### src/hw/rtl/mec_pkg.sv
// ----------------------------------------------------------------------------
// mec_pkg: shared constants of the Mandelbrot escape counter
// Fixed field widths and default values for the parameters.
// ----------------------------------------------------------------------------
package mec_pkg;

    localparam int Z_W           = 32;
    localparam int TALLY_W       = 32;
    localparam int ITER_BITS_DEF = 16;
    localparam int FRAC_BITS_DEF = 28;
    localparam int MAX_ITER_RST  = 2000;

endpackage

### src/hw/rtl/mandelbrot_escape_counter.sv
// ----------------------------------------------------------------------------
// mandelbrot_escape_counter: escape-time iteration for one point per item
// Iterates z = z*z + c in signed fixed point and reports escape, count and
// a saturating per-batch tally of escaped points.
// ----------------------------------------------------------------------------
// A point passes ST_RR, ST_II and ST_CHK, then per iteration done (at most
// max_iter) ST_RI, ST_UPD (update), ST_RR, ST_II and ST_CHK (escape check),
// then ST_FIN. One signed 32x32 multiplier is shared by zr*zr, zi*zi and
// zr*zi. The input side is ready only while no point is at work; a finished
// result waits in the output register and the next point may be accepted
// meanwhile. The user must write max_iter through cfg_we / cfg_wdata only
// while the block is idle; the block does not enforce it.
module mandelbrot_escape_counter #(
    parameter int ITER_BITS = mec_pkg::ITER_BITS_DEF,
    parameter int FRAC_BITS = mec_pkg::FRAC_BITS_DEF
) (
    input  logic                                         aclk,
    input  logic                                         aresetn,
    input  logic                                         cfg_we,
    input  logic [ITER_BITS-1:0]                         cfg_wdata,
    input  logic                                         s_tvalid,
    output logic                                         s_tready,
    // c_real, c_imag
    input  logic [2*mec_pkg::Z_W-1:0]                    s_tdata,
    input  logic                                         s_tlast,
    output logic                                         m_tvalid,
    input  logic                                         m_tready,
    // escaped, iterations, outside_total, zero fill
    output logic [((ITER_BITS+mec_pkg::TALLY_W+8)/8)*8-1:0] m_tdata,
    output logic                                         m_tlast
);
    import mec_pkg::*;

    localparam int OUT_W = ((ITER_BITS + TALLY_W + 8) / 8) * 8;
    localparam int P_W   = 2 * Z_W;
    localparam logic [P_W:0] LIMIT = (2 * FRAC_BITS + 2 < P_W) ?
        ((P_W+1)'(4) << (2 * FRAC_BITS)) : {(P_W+1){1'b1}};
    localparam logic signed [P_W-1:0] Z_MAX = P_W'(signed'({1'b0, {(Z_W-1){1'b1}}}));
    localparam logic signed [P_W-1:0] Z_MIN = -Z_MAX - P_W'(1);

    typedef enum logic [2:0] {
        ST_IDLE, ST_RR, ST_II, ST_CHK, ST_RI, ST_UPD, ST_FIN
    } state_t;

    state_t                   state_reg;
    logic [ITER_BITS-1:0]     max_iter_reg;
    logic [ITER_BITS-1:0]     k_reg;
    logic signed [Z_W-1:0]    cr_reg, ci_reg, zr_reg, zi_reg;
    logic signed [P_W-1:0]    rr_reg, ii_reg, ri_reg;
    logic                     esc_reg, last_reg;
    logic [TALLY_W-1:0]       tally_reg;
    logic                     m_tvalid_reg, m_tlast_reg;
    logic [OUT_W-1:0]         m_tdata_reg;

    logic signed [Z_W-1:0]    mul_a, mul_b;
    logic signed [P_W-1:0]    mul_p;
    logic [P_W:0]             mag_sum;
    logic signed [P_W-1:0]    diff, nr_full, ni_full;
    logic signed [Z_W-1:0]    zr_next, zi_next;
    logic [TALLY_W-1:0]       tally_next;
    logic                     out_free;

    function automatic logic signed [Z_W-1:0] sat_z(input logic signed [P_W-1:0] v);
        logic signed [Z_W-1:0] r;
        if (v > Z_MAX) begin
            r = Z_MAX[Z_W-1:0];
        end else if (v < Z_MIN) begin
            r = Z_MIN[Z_W-1:0];
        end else begin
            r = v[Z_W-1:0];
        end
        return r;
    endfunction

    always_comb begin
        case (state_reg)
            ST_RR: begin
                mul_a = zr_reg;
                mul_b = zr_reg;
            end
            ST_II: begin
                mul_a = zi_reg;
                mul_b = zi_reg;
            end
            default: begin
                mul_a = zr_reg;
                mul_b = zi_reg;
            end
        endcase
    end

    assign mul_p   = P_W'(mul_a) * P_W'(mul_b);
    assign mag_sum = {1'b0, rr_reg} + {1'b0, ii_reg};
    assign diff    = rr_reg - ii_reg;
    assign nr_full = (diff >>> FRAC_BITS) + P_W'(cr_reg);
    assign ni_full = (ri_reg >>> (FRAC_BITS - 1)) + P_W'(ci_reg);
    assign zr_next = sat_z(nr_full);
    assign zi_next = sat_z(ni_full);
    assign tally_next = (esc_reg && (tally_reg != {TALLY_W{1'b1}})) ?
                        tally_reg + TALLY_W'(1) : tally_reg;
    assign out_free = !m_tvalid_reg || m_tready;

    always_ff @(posedge aclk) begin
        if (!aresetn) begin
            state_reg    <= ST_IDLE;
            max_iter_reg <= ITER_BITS'(MAX_ITER_RST);
            tally_reg    <= '0;
            m_tvalid_reg <= 1'b0;
            k_reg        <= '0;
            esc_reg      <= 1'b0;
        end else begin
            if (cfg_we) begin
                max_iter_reg <= cfg_wdata;
            end
            if (m_tvalid_reg && m_tready && (state_reg != ST_FIN)) begin
                m_tvalid_reg <= 1'b0;
            end
            case (state_reg)
                ST_IDLE: begin
                    if (s_tvalid) begin
                        cr_reg    <= s_tdata[Z_W-1:0];
                        ci_reg    <= s_tdata[P_W-1:Z_W];
                        zr_reg    <= s_tdata[Z_W-1:0];
                        zi_reg    <= s_tdata[P_W-1:Z_W];
                        last_reg  <= s_tlast;
                        k_reg     <= '0;
                        esc_reg   <= 1'b0;
                        state_reg <= ST_RR;
                    end
                end
                ST_RR: begin
                    rr_reg    <= mul_p;
                    state_reg <= ST_II;
                end
                ST_II: begin
                    ii_reg    <= mul_p;
                    state_reg <= ST_CHK;
                end
                ST_CHK: begin
                    if ((k_reg != '0) && (mag_sum > LIMIT)) begin
                        esc_reg   <= 1'b1;
                        state_reg <= ST_FIN;
                    end else if (k_reg == max_iter_reg) begin
                        state_reg <= ST_FIN;
                    end else begin
                        state_reg <= ST_RI;
                    end
                end
                ST_RI: begin
                    ri_reg    <= mul_p;
                    state_reg <= ST_UPD;
                end
                ST_UPD: begin
                    zr_reg    <= zr_next;
                    zi_reg    <= zi_next;
                    k_reg     <= k_reg + ITER_BITS'(1);
                    state_reg <= ST_RR;
                end
                ST_FIN: begin
                    if (out_free) begin
                        m_tvalid_reg <= 1'b1;
                        m_tlast_reg  <= last_reg;
                        m_tdata_reg  <= OUT_W'({tally_next, k_reg, esc_reg});
                        tally_reg    <= last_reg ? '0 : tally_next;
                        state_reg    <= ST_IDLE;
                    end
                end
                default: begin
                    state_reg <= ST_IDLE;
                end
            endcase
        end
    end

    assign s_tready = (state_reg == ST_IDLE);
    assign m_tvalid = m_tvalid_reg;
    assign m_tdata  = m_tdata_reg;
    assign m_tlast  = m_tlast_reg;

    a_iter_bound: assert property (@(posedge aclk) disable iff (!aresetn)
        (state_reg != ST_IDLE) |-> (k_reg <= max_iter_reg))
        else $error("iteration count beyond max_iter");

    a_esc_count: assert property (@(posedge aclk) disable iff (!aresetn)
        (m_tvalid && m_tdata[0]) |-> (m_tdata[ITER_BITS:1] != '0))
        else $error("escaped result with zero iterations");

    a_esc_tally: assert property (@(posedge aclk) disable iff (!aresetn)
        (m_tvalid && m_tdata[0]) |-> (m_tdata[ITER_BITS+TALLY_W:ITER_BITS+1] != '0))
        else $error("escaped result with zero tally");

    a_tally_hold: assert property (@(posedge aclk) disable iff (!aresetn)
        (state_reg != ST_FIN) |=> $stable(tally_reg))
        else $error("tally moved outside result step");

endmodule

### config.mk
export PLATFORM = sky130hd
export DESIGN_NAME = mandelbrot_escape_counter
export DESIGN_NICKNAME = d
export VERILOG_FILES = /design/src/hw/rtl/mec_pkg.sv /design/src/hw/rtl/mandelbrot_escape_counter.sv
export SDC_FILE = /design/constraint.sdc
export NUM_CORES = 2
export LEC_CHECK = 0
export ABC_AREA = 1
export ABC_CLOCK_PERIOD_IN_PS = 10600
export BUFFER_PORTS_ARGS = -buffer_cell sky130_fd_sc_hd__buf_2
export CAP_MARGIN = 0
export CORE_MARGIN = 3
export CORE_UTILIZATION = 60
export CTS_CLUSTER_DIAMETER = 200
export DETAILED_ROUTE_END_ITERATION = 16
export PLACE_DENSITY = 0.76
export SYNTH_ARGS = -nofsm -noshare
export SYNTH_HDL_FRONTEND = slang
export SYNTH_SLANG_ARGS = --single-unit
### constraint.sdc
create_clock -name aclk -period 10.6 [get_ports aclk]
set_clock_uncertainty 0.15 [all_clocks]
set_input_delay 2.12 -clock aclk [delete_from_list [all_inputs] [get_ports aclk]]
set_output_delay 2.12 -clock aclk [all_outputs]
set_load 0.05 [all_outputs]
# Yosys cells after proc, flatten, opt, wreduce, memory -nomap -nowiden

Index checks and enable logic that the tools add are counted.

Reductions and logical operators: 20
Multiplexer cells: 25
Multiply operators: 1
Add/sub/neg operators: 6
Equal/unequal tests: 12
Order comparisons: 5

Operator list:

| operator                                                                | number |
|---|---|
| 32-bit 2-to-1 mux                                                       | 10 |
| 32-bit case mux with 2 select lines                                     | 2 |
| 64-bit by 64-bit adder with 65-bit output                               | 1 |
| 65-bit by 59-bit > comparator with 1-bit output (second input constant) | 1 |
| 32-bit by 32-bit multiplier with 64-bit output                          | 1 |
| 64-bit subtractor                                                       | 1 |
| 37-bit by 32-bit adder with 38-bit output                               | 1 |
| 38-bit by 32-bit > comparator with 1-bit output (second input constant) | 1 |
| 38-bit by 32-bit < comparator with 1-bit output (second input constant) | 1 |
| 36-bit by 32-bit adder with 37-bit output                               | 1 |
| 37-bit by 32-bit > comparator with 1-bit output (second input constant) | 1 |
| 37-bit by 32-bit < comparator with 1-bit output (second input constant) | 1 |
| 32-bit by 1-bit adder with 32-bit output (second input constant)        | 1 |
| 32-bit != test (second input constant)                                  | 1 |
| 16-bit case mux with 2 select lines                                     | 1 |
| 3-bit case mux with 7 select lines                                      | 1 |
| 16-bit by 1-bit adder with 16-bit output (second input constant)        | 1 |
| 16-bit equality test                                                    | 1 |
| 16-bit 2-to-1 mux                                                       | 1 |
| 16-bit nonzero test                                                     | 1 |
| 2-bit AND reduction                                                     | 6 |
| 3-bit AND reduction                                                     | 4 |
| 3-bit equality test (second input constant)                             | 3 |
| 3-bit by 2-bit equality test with 1-bit output (second input constant)  | 2 |
| 12 further kinds                                                        | 24 |

Register bits: 440
Input port bits: 86
Output and inout bits: 59
Word-level logic and storage cells: 85

# Longest topological paths before layout

Word-level depth: 6
Mapped depth: 39
Mapped depth without buffers: 36

# Worst setup path after synthesis

Ideal clock, no wire load.

Path kind: register to register
Start point: register state_reg[2]
End point: register ii_reg[57], data pin
Path slack: 1.813 ns
Data required time: 10.181 ns
Clock period less this slack: 8.787 ns
Cell stages (with the launch flop): 33
Arrival time: 8.368 ns
Buffers on the path: 3
Setup time: 0.269 ns
Cell sequence: dfxtp_1 -> nor2_1 -> nand2_1 -> clkbuf_1 -> clkbuf_1 -> nand2_1 -> o21ai_1 -> inv_1 -> clkbuf_1 -> nor2_1 -> fa_1 -> inv_1 -> fa_1 -> inv_1 -> fa_1 -> fa_1 -> inv_1 -> fa_1 -> inv_1 -> fa_1 -> inv_1 -> fa_1 -> fa_1 -> inv_1 -> ha_1 -> nand2_1 -> nor2_1 -> inv_1 -> nor2_1 -> nand2_1 -> o41ai_1 -> a21oi_1 -> xnor2_1

Longest elaborated chain between the ends: 3
Elaborated cells between the ends (all ways): 5
Classes of those cells: 1 x mul; 2 x eq/ne; 2 x mux

RTL lines:

| what                                                                                                                    | line                             | text |
|---|---|---|
| start, declared                                                                                                         | mandelbrot_escape_counter.sv:45  | `state_t state_reg;` |
| start signal, assigned                                                                                                  | mandelbrot_escape_counter.sv:105 | `state_reg <= ST_IDLE;` |
| start signal, assigned                                                                                                  | mandelbrot_escape_counter.sv:128 | `state_reg <= ST_RR;` |
| start signal, assigned                                                                                                  | mandelbrot_escape_counter.sv:133 | `state_reg <= ST_II;` |
| 3-bit by 2-bit equality test with 1-bit output / 3-bit by 1-bit equality test with 1-bit output (equally long branches) | mandelbrot_escape_counter.sv:76  | `case (state_reg)` |
| 32-bit 2-to-1 mux                                                                                                       | mandelbrot_escape_counter.sv:76  |  |
| 32-bit by 32-bit multiplier with 64-bit output *                                                                        | mandelbrot_escape_counter.sv:92  | `assign mul_p = P_W'(mul_a) * P_W'(mul_b);` |
| via mul_p[57]                                                                                                           | mandelbrot_escape_counter.sv:56  | `logic signed [P_W-1:0] mul_p;` |
| end signal, assigned                                                                                                    | mandelbrot_escape_counter.sv:136 | `ii_reg <= mul_p;` |
| end, declared                                                                                                           | mandelbrot_escape_counter.sv:49  | `logic signed [P_W-1:0] rr_reg, ii_reg, ri_reg;` |

The timed path passes the listed nets; every way through them passes the cells marked *.
A chain may end at the register's enable or synchronous reset.

# Final worst setup path

Start point: register state_reg[0]
End point: register ri_reg[59], data pin

Longest elaborated chain between the ends: 3
Elaborated cells between the ends (all ways): 5
Classes of those cells: 1 x mul; 2 x eq/ne; 2 x mux

RTL lines:

| what                                                                                                                    | line                             | text |
|---|---|---|
| 3-bit by 2-bit equality test with 1-bit output / 3-bit by 1-bit equality test with 1-bit output (equally long branches) | mandelbrot_escape_counter.sv:76  |  |
| 32-bit 2-to-1 mux                                                                                                       | mandelbrot_escape_counter.sv:76  |  |
| 32-bit by 32-bit multiplier with 64-bit output *                                                                        | mandelbrot_escape_counter.sv:92  |  |
| via mul_p[59]                                                                                                           | mandelbrot_escape_counter.sv:56  |  |
| end signal, assigned                                                                                                    | mandelbrot_escape_counter.sv:150 | `ri_reg <= mul_p;` |
| end, declared                                                                                                           | mandelbrot_escape_counter.sv:49  |  |

Marked as above.

==> impl_metrics.yaml <==
critical_path:
  cp.required_ns: 10.81
  cp-end-kind: "flop"
  critPathTopFamily: "adder cells"
  crit_buf_inv: 10
  cp.arrival_ns: 10.60
  cpMostUsedCell: "fa_1"
  path_max_fanout: 25
  timing.rr.start: "state_reg[0]"
  reg2reg_depth: 35
  path_class: "reg2reg"
  crit_slowest_cell: "a31oi_1"
  reg2reg_to: "ri_reg[59]"
  r2r_slack_ns: 0.21
  start_kind: "flop"
  crit_path_max_incr_delay_ns: 0.57
synthesis:
  ys_seq_area_share_pct: 17.93
  synth_cell_type_count: 71
  syn-cell-area_um2: 65320
  yosysWarnings: 0
  synth_edf_count: 344
  synthCells: 8045
  syn_avg_cell_area_um2: 8.119
  synth_ff_type: "edfxtp_1"
  synth-seq-cells: 413
  synthArstFlopShare_pct: 0
timing:
  tightestPinTransition_ns: 1.111
  setup_tns_ns: 0
  setup_viol: 0
  min_period_over_period_pct: 98.03
  grt_setup_unrepaired: "no"
  max_freq_mhz: 96.24
  final-hold-violation-count: 0
  timing.final.ws_setup_ns: 0.2092
  finalCriticalPeriod_ns: 10.39
  maxSlewHeadroom_pct: 25.85
  slew_violations: 0
grt:
  grt_first_pass_wirelength_um: 363800
  grt_pass1_vias: 58060
  overflow: 0
  track_usage_pct: 44.35
  grt_antenna_before_repair: 16
  grt_max_degree: 74
finish:
  area_delta_synth_final_pct: 7.126
  fill_cells: 9257
  drive_above_1_share_pct: 6.806
  multi_input_area_um2: 46040
  design_area_um2: 69970
  seq_area_um2: 11710
  layout.nets: 9736
placement:
  place_hpwl_um: 203800
  portBuffers: 137
  postPlaceCellArea_um2: 68320
  gp_congestion: 1.087
  pre_cts_slack_ns: 0.4762
cts:
  cts_sinks: 413
  cts_tree: "done"
  insertion_delay_ns: 0.66
  cts_setup_buffers: 0
  cts.path.max_buffers: 3
  root_buffer: "clkbuf_16"
  htreeDepth: 2
  clkTransAtPathRegs_ns: 0.06
  numCtsBuffers: 45
drt:
  avgRoutedWirePerCell_um: 25.88
  first_pass_iters: 8
  drc: 0
  via_per_inst: 6.012
  drtAntennaViolNets: 0
  routed_wl_um: 249200
  vias: 57880
  dr.first_iter.drc_count: 6918
floorplanning:
  chipWidth_um: 335.9
  fp.dieArea_um2: 112900
  initial_core_util_pct: 60.76
  std_cell_rows: 120
  die_height_um: 335.9
  pin_count: 145
  core_area_um2: 107500
worst_hold_path:
  worstHoldStart: "max_iter_reg[10]"
  holdCritPathClass: "reg2reg"
  min_path_cells: 2
  whs_endpoint: "max_iter_reg[10]"
flow_run:
  cap_violations: 0
status:
  status: "completed"
[Yosys cell counts, types with 8 or more instances]
cell	instances	area, µm²
nand4_1	64	400.4
edfxtp_1	344	10330
xnor2_1	93	814.5
nand2_1	1598	5998
nor3_1	51	255.2
fa_1	1085	21720
inv_1	1770	6644
o21bai_1	28	210.2
a21oi_2	38	332.8
a21o_1	15	112.6
buf_4	8	60.06
a221oi_1	16	140.1
nand3b_1	10	75.07
clkinv_1	18	67.56
nand3_1	122	610.6
a21boi_0	10	75.07
buf_2	29	145.1
a21oi_1	380	1902
nor2_1	1061	3983
o21a_1	19	142.6
buf_6	9	101.4
o211ai_1	12	90.09
ha_1	387	4842
xor2_1	145	1270
inv_2	8	30.03
o21ai_0	184	920.9
clkbuf_1	192	720.7
o21ai_1	67	335.3
nand2_2	34	212.7
nor4_1	28	175.2
a31oi_1	63	394.1
dfxtp_1	69	1381
[layout by cell type, fill, tap and decap left out, types with 9 or more instances in the layout]
cell / instances
a21oi_1: 380
fa_1: 1085
o211ai_1: 12
dfxtp_1: 69
buf_2: 137
clkbuf_16: 46
o21ai_0: 169
o21ai_2: 34
o21bai_1: 28
nor2_1: 1055
nand4_1: 64
o21a_1: 19
a21boi_0: 10
nand2_2: 35
inv_2: 9
clkinv_1: 19
o21ai_1: 50
nor3_1: 49
xnor2_1: 93
a221oi_1: 16
diode_2: 11
a31oi_1: 63
nor4_1: 28
xor2_1: 145
ha_1: 387
nand3b_1: 10
a21o_1: 15
a21oi_2: 37
nand3_1: 121
edfxtp_1: 344
buf_4: 181
nand2_1: 1597
inv_1: 1769
[stage by stage]
step / util, % / instances / hold WS [ns]
after floorplan: - / 8051 / 0.2772
after global placement: 63.55 / 9533 / 0.3111
after detailed placement: 63.55 / 9533 / 0.3180
after CTS: 65.05 / 9615 / 0.3325
after global routing: 65.06 / 9617 / 0.3467
final: 65.09 / 9627 / 0.3299
[per-layer routing]
layer / GRT usage (%) / part of all wire, %
met1: 56.39 / 36
met5: 0 / 0.038
met4: 29.53 / 8.4
met3: 11.77 / 12
met2: 67.07 / 43
[what timing repair did]
item,CTS,global route
setup endpoints to repair,0,12
hold buffers,0,0
hold endpoints to repair,0,0
gates resized for setup,0,2
[worst max path at each step]
stage,from,endpoint,slack (ns),cells past startpoint
2_1_floorplan,state_reg[2],ii_reg[57],1.81,32
3_3_place_gp,state_reg[2],ii_reg[56],0.60,27
3_5_place_dp,state_reg[0],rr_reg[59],0.48,35
4_1_cts,state_reg[0],ri_reg[59],0.40,35
5_1_grt,state_reg[2],ri_reg[55],0.007,31
6_report,state_reg[0],ri_reg[59],0.21,35
[kinds of logic (layout without fill, tap and decap cells)]
group	count (synthesis)	count (layout)	share of synthesized area (%)
other cells	1	18	0.005741
buf+inv	2037	2199	11.92
compound gates	886	886	7.950
flops	413	413	17.93
fa+ha+maj	1472	1472	40.67
xor+xnor	239	239	3.216
simple gates	2997	2997	18.32
[worst register-to-register path, delay by kind of cell, from the launching register on]
kind	cells	cell delay, ns
buffers and inverters	10	1.93
AOI/OAI and AO/OA	6	1.46
adders and majority gates	9	4.34
DFF	1	0.36
xor gates and xnor gates	1	0.52
and+or+nand+nor	9	1.40
[area by class of cell]
cell class,instances,share of cell area [%]
Sequential cell,413,16.74
Tap cell,1403,2.509
Multi-Input combinational cell,5601,65.80
Clock inverter,30,0.6169
Antenna cell,11,0.03934
Clock buffer,52,1.692
Timing Repair Buffer,320,2.958
Inverter,1797,9.653
Power is left out: the tool's default activity adds up to more than one toggle a clock period on the data nets, which glitch-free logic cannot reach.
